$ cat src/hw/rtl/tpdv_pkg.sv
// Shared types and codes of the two-path distance-vector table.
// Used by the front, the command queue, the back and the top level.
`default_nettype none
package tpdv_pkg;

  localparam logic [1:0] OP_UPDATE = 2'd0;
  localparam logic [1:0] OP_REMOVE = 2'd1;
  localparam logic [1:0] OP_LOOKUP = 2'd2;
  localparam logic [1:0] OP_ADVERT = 2'd3;

  localparam logic [2:0] REG_OWN_ADDRESS = 3'd0;

  localparam logic [5:0] METRIC_MAX = 6'd32;
  localparam logic [4:0] NO_HOP     = 5'd0;

  localparam int ENTRY_W = 23;  // present, metric2, hop2, metric1, hop1

  typedef struct packed {
    logic [1:0] op;
    logic       tsel;
    logic [4:0] tbl;
    logic [4:0] dest;
    logic [4:0] nh;
    logic [5:0] met;
  } cmd_t;

  typedef struct packed {
    logic [4:0] dest;
    logic [4:0] hop;
    logic [5:0] metric;
    logic       found;
    logic       swapped;
    logic       empty;
    logic       last;
  } res_t;

endpackage
`default_nettype wire

$ cat src/hw/rtl/tpdv_front.sv
// Front: accepts input beats, saturates the metric, folds class and
// destination into range and forms a command. Uses tpdv_pkg.
`default_nettype none
module tpdv_front #(
  parameter int ADDRESSES   = 32,
  parameter int QOS_CLASSES = 4
) (
  input  wire logic [1:0] opcode,
  input  wire logic       table_select,
  input  wire logic [1:0] qos_class,
  input  wire logic [4:0] destination,
  input  wire logic [4:0] next_hop,
  input  wire logic [5:0] metric_in,
  output tpdv_pkg::cmd_t  cmd
);

  logic [4:0] dest_mod;
  logic [3:0] qos_mod;

  always_comb begin
    dest_mod = '0;
    for (int i = 0; i < 32; i++) begin
      if (destination == 5'(i)) dest_mod = 5'(i % ADDRESSES);
    end
    qos_mod = '0;
    for (int j = 0; j < 4; j++) begin
      if (qos_class == 2'(j)) qos_mod = 4'(j % QOS_CLASSES);
    end
  end

  always_comb begin
    cmd.op   = opcode;
    cmd.tsel = table_select;
    cmd.tbl  = {qos_mod, table_select};
    cmd.dest = dest_mod;
    cmd.nh   = next_hop;
    cmd.met  = (metric_in > tpdv_pkg::METRIC_MAX) ? tpdv_pkg::METRIC_MAX : metric_in;
  end

endmodule
`default_nettype wire

$ cat config.mk
export PLATFORM = sky130hd
export DESIGN_NAME = tpdv_front
export DESIGN_NICKNAME = d
export VERILOG_FILES = /design/src/hw/rtl/tpdv_pkg.sv /design/src/hw/rtl/tpdv_front.sv
export SDC_FILE = /design/constraint.sdc
export NUM_CORES = 1
export LEC_CHECK = 0
export ABC_CLOCK_PERIOD_IN_PS = 800
export BUFFER_PORTS_ARGS = -buffer_cell sky130_fd_sc_hd__clkbuf_2
export CAP_MARGIN = 20
export CORE_AREA = 2 2 39 41
export DETAILED_ROUTE_END_ITERATION = 8
export DIE_AREA = 0 0 41 43
export PLACE_DENSITY_LB_ADDON = 0.3
export SYNTH_ARGS = -nofsm -noshare
export SYNTH_HDL_FRONTEND = slang
export SYNTH_SLANG_ARGS = --single-unit
$ cat constraint.sdc
create_clock -name vclk -period 0.8
set_input_delay 0.04 -clock vclk [all_inputs]
set_output_delay 0.04 -clock vclk [all_outputs]
set_load 0.01 [all_outputs]
== Yosys cells after proc, flatten, opt, wreduce, memory -nomap -nowiden ==
Index checks and enable logic that the tools add are counted.
Storage, ports and cells
  word-level logic and storage cells: 70
  output and inout bits: 24
  register bits: 0
  input port bits: 21
Cells by class
  mux-type cells: 35
  $lt $le $gt $ge: 1
  equality and inequality tests: 34
Operators with widths (count)
  5-bit 2-to-1 mux: 30
  5-bit == test (second input constant): 16
  5-bit by 4-bit == test with 1-bit output (second input constant): 8
  5-bit by 3-bit == test with 1-bit output (second input constant): 4
  5-bit by 2-bit == test with 1-bit output (second input constant): 2
  4-bit 2-to-1 mux: 2
  6-bit > comparator (second input constant): 1
  6-bit 2-to-1 mux: 1
  5-bit by 1-bit == test with 1-bit output (second input constant): 1
  2-bit == test (second input constant): 2
  2-bit by 1-bit == test with 1-bit output (second input constant): 1
  1-bit 2-to-1 mux: 2

== Depth between registers and ports, before layout ==
  depth after elaboration: 32
  depth in mapped cells: 1
  mapped depth without buffers: 1

== Worst setup path after synthesis ==
OpenSTA, ideal clock, no wires.
  kind: input to output
  from: input port metric_in[0]
  to: output port cmd[0] in the netlist's numbering
  data arrival time: 237 ps
  stages: 1
  data required time: 760 ps
  slack: 523 ps
  path through: nor2b_1
On the way
  longest elaborated chain between the ends: 2
Ends and longest elaborated chain
  start: declaration: RTL line tpdv_front.sv:13  | input wire logic [5:0] metric_in,
  6-bit > comparator: RTL line tpdv_front.sv:37  | cmd.met = (metric_in > tpdv_pkg::METRIC_MAX) ? tpdv_pkg::METRIC_MAX : metric_in;
  6-bit 2-to-1 mux (*): RTL line tpdv_front.sv:37
  end: declaration: RTL line tpdv_front.sv:14  | output tpdv_pkg::cmd_t cmd
Mark *: on every way between the ends. The rest lies on a longest branch, timed or not.

==> impl_metrics.toml <==
[grt]
track_usage_pct = 2.40
grt_overflow = 0
grt_start_max_net_pins = 7
antenna_found_initial = 0
grt_pass1_vias = 78
grt_pass1_wl_um = 324

[cts]
post-cts-setup-buffers = 0
postCtsHoldBufs = 0
post_cts_resized = 0

[finish]
finalNetCount = 42
seq_area_um2 = 0
finalInstanceArea_um2 = 119
diodes = 0
fin_cells = 35
drive_above_1_share_pct = 63.2
nFlopsAndLatches = 0
n_fill_cell = 161
area_growth_pct = -19.5
num-clock-buffers = 0

[placed_design]
dp_slack_ns = 0.302
dp.cells = 35
gp_congestion = 0.649
place_area_um2 = 119
port_buffers = 12

[route]
finalWirelength_um = 276
detail-route-antenna-nets = 0
drc = 0
via_count = 100
viasPerCell = 2.86
drt-initial-drc-count = 0
firstDrtPassIters = 1
wl_per_cell_um = 7.89

[setup_path]
critPathTopFamily = "buffers and inverters"
cp.arrival_ns = 0.45
worst-path-buf-inv = 2
path_cells = "clkbuf_2 > nor2b_1 > clkbuf_2"
cp_max_fo = 6
startpoint_type = "primary input"
crit_path_frequent_cell = "clkbuf_2"
slowest_delay_ns = 0.15
cp_slowest_cell = "clkbuf_2"
cp.required_ns = 0.76
crit_path_end_kind = "output port"
critical_path_class = "primary input to output port"

[floorplan]
core_um2 = 1380
pin_count = 45
chipWidth_um = 41
die_h_um = 43
rows = 14
die_area_um2 = 1760
initial_core_util_pct = 10.7

[synthesis]
ys_types = 4
avgSynthCellArea_um2 = 5.91
synth_area_leaders = "buf_4 56%, nor2b_1 21%, clkbuf_1 20%"
ys.warnings.count = 0
syn-cell-area_um2 = 148
synth_area_leader_cell = "buf_4"
synthTopCellsByCount = "11 x buf_4, 8 x clkbuf_1, 5 x nor2b_1"
synth_most_common_cell = "buf_4"
synth_seq_area_share_pct = 0
netlist.area_leader.share_pct = 55.9
postSynthCellCount = 25

[run_status]
status = "finished, final reports clean"

[sta]
fmax_mhz = 2060
fin_setup_tns_ns = 0
drv_slew = 0
layout_setup_ws_ns = 0.314
hold_viol = 0
timing.final.crit_period_ns = 0.486
rsz0062_at_grt = "no"
post-route-period-util_pct = 60.8
finalSetupViolations = 0
holdWs_ns = 0.0800

[power]
irDropWorstVdd_mv = 0.103
leakage_nw = 0.0685
power_density_nw_per_um2 = 456

[job]
max_cap_violations = 0

[hold_path]
hold_path.class = "primary input to output port"
[per-stage QoR]
stage | util [%] | total power (W)
finish | 8.59 | 0.0000542
global route | 8.59 | 0.0000599
CTS | 8.59 | 0.0000558
detailed placement | 8.59 | 0.0000557
global placement | 8.59 | 0.0000551
floorplan | - | 0.0000994
[cells by family after synthesis]
group,Yosys count,synth area share (%)
AND/OR/NAND/NOR,5,21.2
buffers and inverters,19,76.3
other,1,2.54
[power by group]
group          internal [W]  leakage, nW  total [W]  switching (W)
Combinational     0.0000265       0.0685  0.0000542      0.0000277
Clock                     0            0          0              0
Sequential                0            0          0              0
Total             0.0000265       0.0685  0.0000542      0.0000277
[final cells by class]
class                      instances  area [µm²]  share of cell area (%)
multi-input combinational          7        38.8                    32.6
tap                               16        20.0                    16.8
timing repair buffer              12        60.1                    50.5
[layer usage]
metal / vias up / global-route usage (%) / share of wire, %
met2: 11 / 2.50 / 41
met4: 0 / 3.33 / 7.6
li1: 41 / - / -
met1: 40 / 3.48 / 32
met5: - / 0 / 0
met3: 8 / 0 / 20
[worst paths after layout]
kind              depth (start not counted)      end         start  slack (ns)
hold / removal                            0  cmd[23]     opcode[1]        0.08
setup / recovery                          3   cmd[4]  metric_in[5]        0.31
[cell usage in the layout (no fill, tap or decap)]
cell type	netlist	layout
clkbuf_2	0	12
conb_1	1	2
nor2b_1	5	5
(Power assumes the default switching activity.)
