`src/hw/rtl/tpdv_pkg.sv`:
```
// Shared types and codes of the two-path distance-vector table.
// Used by the front, the command queue, the back and the top level.
`default_nettype none
package tpdv_pkg;

  localparam logic [1:0] OP_UPDATE = 2'd0;
  localparam logic [1:0] OP_REMOVE = 2'd1;
  localparam logic [1:0] OP_LOOKUP = 2'd2;
  localparam logic [1:0] OP_ADVERT = 2'd3;

  localparam logic [2:0] REG_OWN_ADDRESS = 3'd0;

  localparam logic [5:0] METRIC_MAX = 6'd32;
  localparam logic [4:0] NO_HOP     = 5'd0;

  localparam int ENTRY_W = 23;  // present, metric2, hop2, metric1, hop1

  typedef struct packed {
    logic [1:0] op;
    logic       tsel;
    logic [4:0] tbl;
    logic [4:0] dest;
    logic [4:0] nh;
    logic [5:0] met;
  } cmd_t;

  typedef struct packed {
    logic [4:0] dest;
    logic [4:0] hop;
    logic [5:0] metric;
    logic       found;
    logic       swapped;
    logic       empty;
    logic       last;
  } res_t;

endpackage
`default_nettype wire

```
`src/hw/rtl/tpdv_cmd_fifo.sv`:
```
// Two-entry command queue between front and back.
// Uses tpdv_pkg::cmd_t.
`default_nettype none
module tpdv_cmd_fifo (
  input  wire logic          clk,
  input  wire logic          rst,
  input  wire logic          push,
  input  tpdv_pkg::cmd_t     push_data,
  input  wire logic          pop,
  output tpdv_pkg::cmd_t     pop_data,
  output logic               full,
  output logic               empty
);

  tpdv_pkg::cmd_t slots [2];
  logic       wptr;
  logic       rptr;
  logic [1:0] count;

  assign full     = (count == 2'd2);
  assign empty    = (count == 2'd0);
  assign pop_data = slots[rptr];

  always_ff @(posedge clk) begin
    if (rst) begin
      wptr  <= 1'b0;
      rptr  <= 1'b0;
      count <= 2'd0;
    end else begin
      if (push) wptr <= ~wptr;
      if (pop)  rptr <= ~rptr;
      count <= count + 2'(push) - 2'(pop);
    end
  end

  always_ff @(posedge clk) begin
    if (push) slots[wptr] <= push_data;
  end

endmodule
`default_nettype wire

```
`config.mk`:
```
export PLATFORM = sky130hd
export DESIGN_NAME = tpdv_cmd_fifo
export DESIGN_NICKNAME = d
export VERILOG_FILES = /design/src/hw/rtl/tpdv_pkg.sv /design/src/hw/rtl/tpdv_cmd_fifo.sv
export SDC_FILE = /design/constraint.sdc
export NUM_CORES = 1
export LEC_CHECK = 0
export ABC_CLOCK_PERIOD_IN_PS = 2500
export BUFFER_PORTS_ARGS = -buffer_cell sky130_fd_sc_hd__buf_2
export CORE_MARGIN = 2
export CORE_UTILIZATION = 51
export CTS_CLUSTER_SIZE = 16
export DETAILED_ROUTE_END_ITERATION = 8
export PLACE_DENSITY = 0.78
export SETUP_SLACK_MARGIN = 0.3
export SYNTH_ARGS = -nofsm -noshare
export SYNTH_HDL_FRONTEND = slang
export SYNTH_SLANG_ARGS = --single-unit
export TNS_END_PERCENT = 20
```
`constraint.sdc`:
```
create_clock -name clk -period 2.5 [get_ports clk]
set_clock_uncertainty 0.15 [all_clocks]
set_input_delay 0.375 -clock clk [delete_from_list [all_inputs] [get_ports clk]]
set_output_delay 0.375 -clock clk [all_outputs]
set_load 0.02 [all_outputs]
```
**Word level (Yosys, flattened, before mapping)**

Memories as Yosys holds them, arrays and structs flattened. A register that Yosys moved wholly into a read port is not among the register bits.
Index checks and enable logic that the tools add are counted.

- Add/sub/neg operators: 2
- Equal/unequal tests: 1
- Multiplexer cells: 4
- Bitwise gates (word level): 2
- Reduce and logical (&&, ||, !) cells: 1

Operators by type and width:

| operator | number |
|---|---|
| $mux 1 | 4 |
| $add 2x1->2 | 1 |
| $eq 2x2->1 const B | 1 |
| $logic_not 2->1 | 1 |
| $not 1->1 | 2 |
| $sub 2x1->2 | 1 |

- Bits in registers: 4
- Memory bits (writable): 48
- Bits of input ports: 28
- Output and inout port bits: 26
- Logic and storage cells: 14
- Memories: 1

Memory list:

| memory | depth | width | rd ports | clocked after memory_dff | wr ports | line | RTL |
|---|---|---|---|---|---|---|---|
| slots | 2 | 24 | 1 | 1 | 1 | tpdv_cmd_fifo.sv:15 | `tpdv_pkg::cmd_t slots [2];` |

**Logic depth before layout (Yosys ltp)**

- Word-level depth: 3
- Mapped depth: 6
- Depth with buffers taken out: 6

**Least setup slack after synthesis**

OpenSTA, ideal clock, no wires.

- Path kind: input -> register
- Start point: input port push
- End point: memory slots[0][0] (netlist bit) (enable)
- Arrival: 1.481 ns
- Required time: 1.942 ns
- Setup slack: 0.461 ns
- Stages: 1
- Cells stage by stage: nor2b_1

- Cells in the longest elaborated chain, start to end: 2

Ends and longest elaborated chain:

| item | line | RTL |
|---|---|---|
| from (decl) | tpdv_cmd_fifo.sv:7 | `input wire logic push,` |
| $mux 1 | tpdv_cmd_fifo.sv:37 | `if (push) slots[wptr] <= push_data;` |
| $mux 1 (implied by the code) | tpdv_cmd_fifo.sv:37 |  |
| to (decl) | tpdv_cmd_fifo.sv:15 |  |

Every way passes these cells.

==> metrics.txt <==
total detailed-routing wirelength=3.09 mm; fraction of synthesis flops using an asynchronous set or reset pin=0%; post-route DRC violation count=0; maximum number of pins on one net before global-route repair=16; Mapped Area=0.00205 mm2; post-route fraction of the period consumed by the critical path=76.6%; number of clock buffers inserted by TritonCTS=5; sequential cell area fraction in the yosys report=75.0%; Cells after DPL=between 200 and 250; deepest clock path buffer count=2; cell chain of the critical path=buf_4 > mux2_2 > buf_2; max-slew violation total from the final report=0; final count of hold timing violations=0; global-route track usage on met2=roughly 28%; P_sw=approximately 430 uW; placer's final routability congestion estimate=about 0.66; number of library cell types mapped by synthesis=13; static power due to leakage=between 1 and 1.5 nW; number of sinks driven by the clock tree=53; clock tree from TritonCTS=built; flop2flop setup slack=roughly 1100 ps; Die Span X=approximately 67 um; row count=23; final sum of negative setup slack=0 ps; count of nets after finishing=189; fraction of power consumed by combinational cells=around 16%; top post-synthesis cells by area=sky130_fd_sc_hd__edfxtp_1, sky130_fd_sc_hd__mux2_4, sky130_fd_sc_hd__dfxtp_1; number of buffers added to fix hold violations after cts=0; final period demand of the worst path=roughly 1900 ps; top cell type by total area after synthesis=sky130_fd_sc_hd__edfxtp_1; number of standard cells after synthesis=96; buffer count from post-CTS setup fixing=0; WHS Endpoint=slots[0][7]; master of the slowest instance on the critical path=sky130_fd_sc_hd__mux2_2; area share of the largest cell type after synthesis=70.2%; Most Crowded Layer GR=met2; DR pass1 iterations=4; mean cell area of the mapped netlist=around 21 um2; starting density of the core=52.1%; number of nets still failing antenna checks after routing=0; total nets after synthesis=roughly 130; Vias/cell=about 4.8; GRT Overall Usage=between 10% and 20%; run status=completed; cell with the most instances after synthesis=sky130_fd_sc_hd__edfxtp_1; power density over the cells=~770 mW/mm2; worst IR drop on VDD=around 0.00048 V; Die Outline Area=between 0.004 and 0.005 mm2; number of global-route vias before repair=about 1100; switching share of power=a little under a quarter; hpwl dp=~2.3 mm; reg2reg path depth=6; launch instance of the worst min-delay path=push_data[7]; yosys warns=0; Synth top cells by count=sky130_fd_sc_hd__edfxtp_1, sky130_fd_sc_hd__mux2_4, sky130_fd_sc_hd__dfxtp_1, sky130_fd_sc_hd__nor2_1, sky130_fd_sc_hd__mux2_2; final cell count without fillers=210; initial antenna violation count=0; maximum frequency from static timing analysis=roughly 520 MHz; number of top-level pins=54; Hold Path Cell Cnt=1; Vias=1016; pin slew with the least headroom to its limit=around 210 ps; number of enable flip-flop cells after synthesis=48; power share of the clock group=between 20% and 30%; Req. time, crit path=between 1500 and 2000 ps; critical path class=reg -> out; endpoint type of the worst setup path=output pin; number of levels in the clock H-tree=2; share of post-route cells with drive strength above 1=between 50 and 60%; met1 GRT Util=between 15 and 20%; latest clock arrival within the worst-skew pair=290 ps; dominant register cell in the synthesized netlist=sky130_fd_sc_hd__edfxtp_1; wire length of the first global-routing pass=around 5 mm; nature of the critical path startpoint=flip-flop; Clock Root Buffer=sky130_fd_sc_hd__clkbuf_8; relative contribution of sequential cells to total power=between 50% and 60%; crit path DAT=1390 ps; count of input and output buffers=53; drt first-iter violations=between 40 and 50; RSZ-0062 raised after global routing=no; Synth-to-Final Area Change=20.9%; Worst slew margin=between 80% and 90%; global route total overflow=0; delay of the slowest critical-path stage=roughly 360 ps; diode count=0; met3 track demand over resource=approximately 4.7%; Die H=a little under 70 um; average wire per cell in the routed design=14.7 um; min-delay worst type=in -> reg; total core area=0.00394 mm2; count of state elements after synthesis=53; Int Power=1.48 mW; highest fanout seen on the critical path=12; Max-cap violations=0; clock-pin slew of the registers on the worst-case setup and hold paths=approximately 90 ps; launching point of the worst reg2reg path=count[0]; reg-to-reg critical path endpoint=count[1]; count of cells resized by post-cts repair=0; Final setup viols=0
## power groups by stage
stage	clock (mW)	sequential (mW)	combinational, mW
after CTS	0.556	1.05	0.319
after floorplan	0	1.07	0.230
after global placement	0	1.07	0.309
final	0.543	1.05	0.312
after global routing	0.597	1.06	0.340
after detailed placement	0	1.07	0.318
## sequential cells by signal, summed over array words and instances (netlist names), named ones only
| name | flops |
|---|---|
| wptr | 1 |
| slots | 48 |
| rptr | 1 |
| count | 2 |
## kinds of logic (layout without fill, tap and decap cells)
kind of cell               Yosys count  in the layout  share of synthesized area (%)
xor gates and xnor gates             3              3                           1.95
adders and majority gates            2              2                           1.22
buffers and inverters                5             69                           2.86
DFF                                 53             53                           75.0
muxes                               24             24                           16.8
and+or+nand+nor                      9              9                           2.13
## placed cells by master, fill, tap and decap left out
master,n
sky130_fd_sc_hd__ha_1,2
sky130_fd_sc_hd__buf_4,6
sky130_fd_sc_hd__and2_1,1
sky130_fd_sc_hd__bufinv_16,1
sky130_fd_sc_hd__xnor3_1,1
sky130_fd_sc_hd__inv_1,2
sky130_fd_sc_hd__mux2_4,20
sky130_fd_sc_hd__nor2b_2,1
sky130_fd_sc_hd__nor2b_1,2
sky130_fd_sc_hd__clkbuf_8,5
sky130_fd_sc_hd__nor2_1,5
sky130_fd_sc_hd__mux2_2,4
sky130_fd_sc_hd__clkinv_1,1
sky130_fd_sc_hd__clkbuf_1,1
sky130_fd_sc_hd__edfxtp_1,48
sky130_fd_sc_hd__dfxtp_1,5
sky130_fd_sc_hd__xnor2_1,2
sky130_fd_sc_hd__buf_2,53
## worst max-delay path: cells and delay by family, from the launching register on
kind                   cells  cell delay [ps]
multiplexers               1              360
buffers and inverters      2              400
flip-flops                 1              330
## cell type report
cell class	count	area, um2
clock buffers	6	72.6
clock inverters	2	33.8
fillers	267	1460
inverters	2	7.51
multi-input cells	38	457
flip-flops and latches	53	1540
well taps	50	62.6
repair buffers	59	310
## how the worst max path moves through the flow
stage	cells after the start	endpoint	from
detailed placement	3	pop_data[0]	flip-flop
finish	3	pop_data[0]	flip-flop
global route	3	pop_data[0]	flip-flop
global placement	3	pop_data[2]	flip-flop
CTS	3	pop_data[0]	flip-flop
floorplan	1	slots[0][0]	push
## through the flow
stage | worst slack (ps) | util, % | cell area, um2 | total power [mW] | hold slack [ps]
4_1_cts | 566 | 63.0 | 2480 | 1.93 | 104
3_5_place_dp | 898 | 60.3 | 2380 | 1.39 | 384
5_1_grt | 510 | 63.0 | 2480 | 1.99 | 94.7
6_report | 586 | 63.0 | 2480 | 1.91 | 108
2_1_floorplan | 461 | - | 2050 | 1.30 | 297
3_3_place_gp | 912 | 60.3 | 2380 | 1.38 | 349
## per-layer routing
layer,share of wire (%),wire [um],up-vias
li1,-,-,489
met1,39,1220,491
met2,54,1680,32
met3,5.2,160,4
met4,0.97,30,0
met5,0,0,-
(Power assumes the default switching activity.)
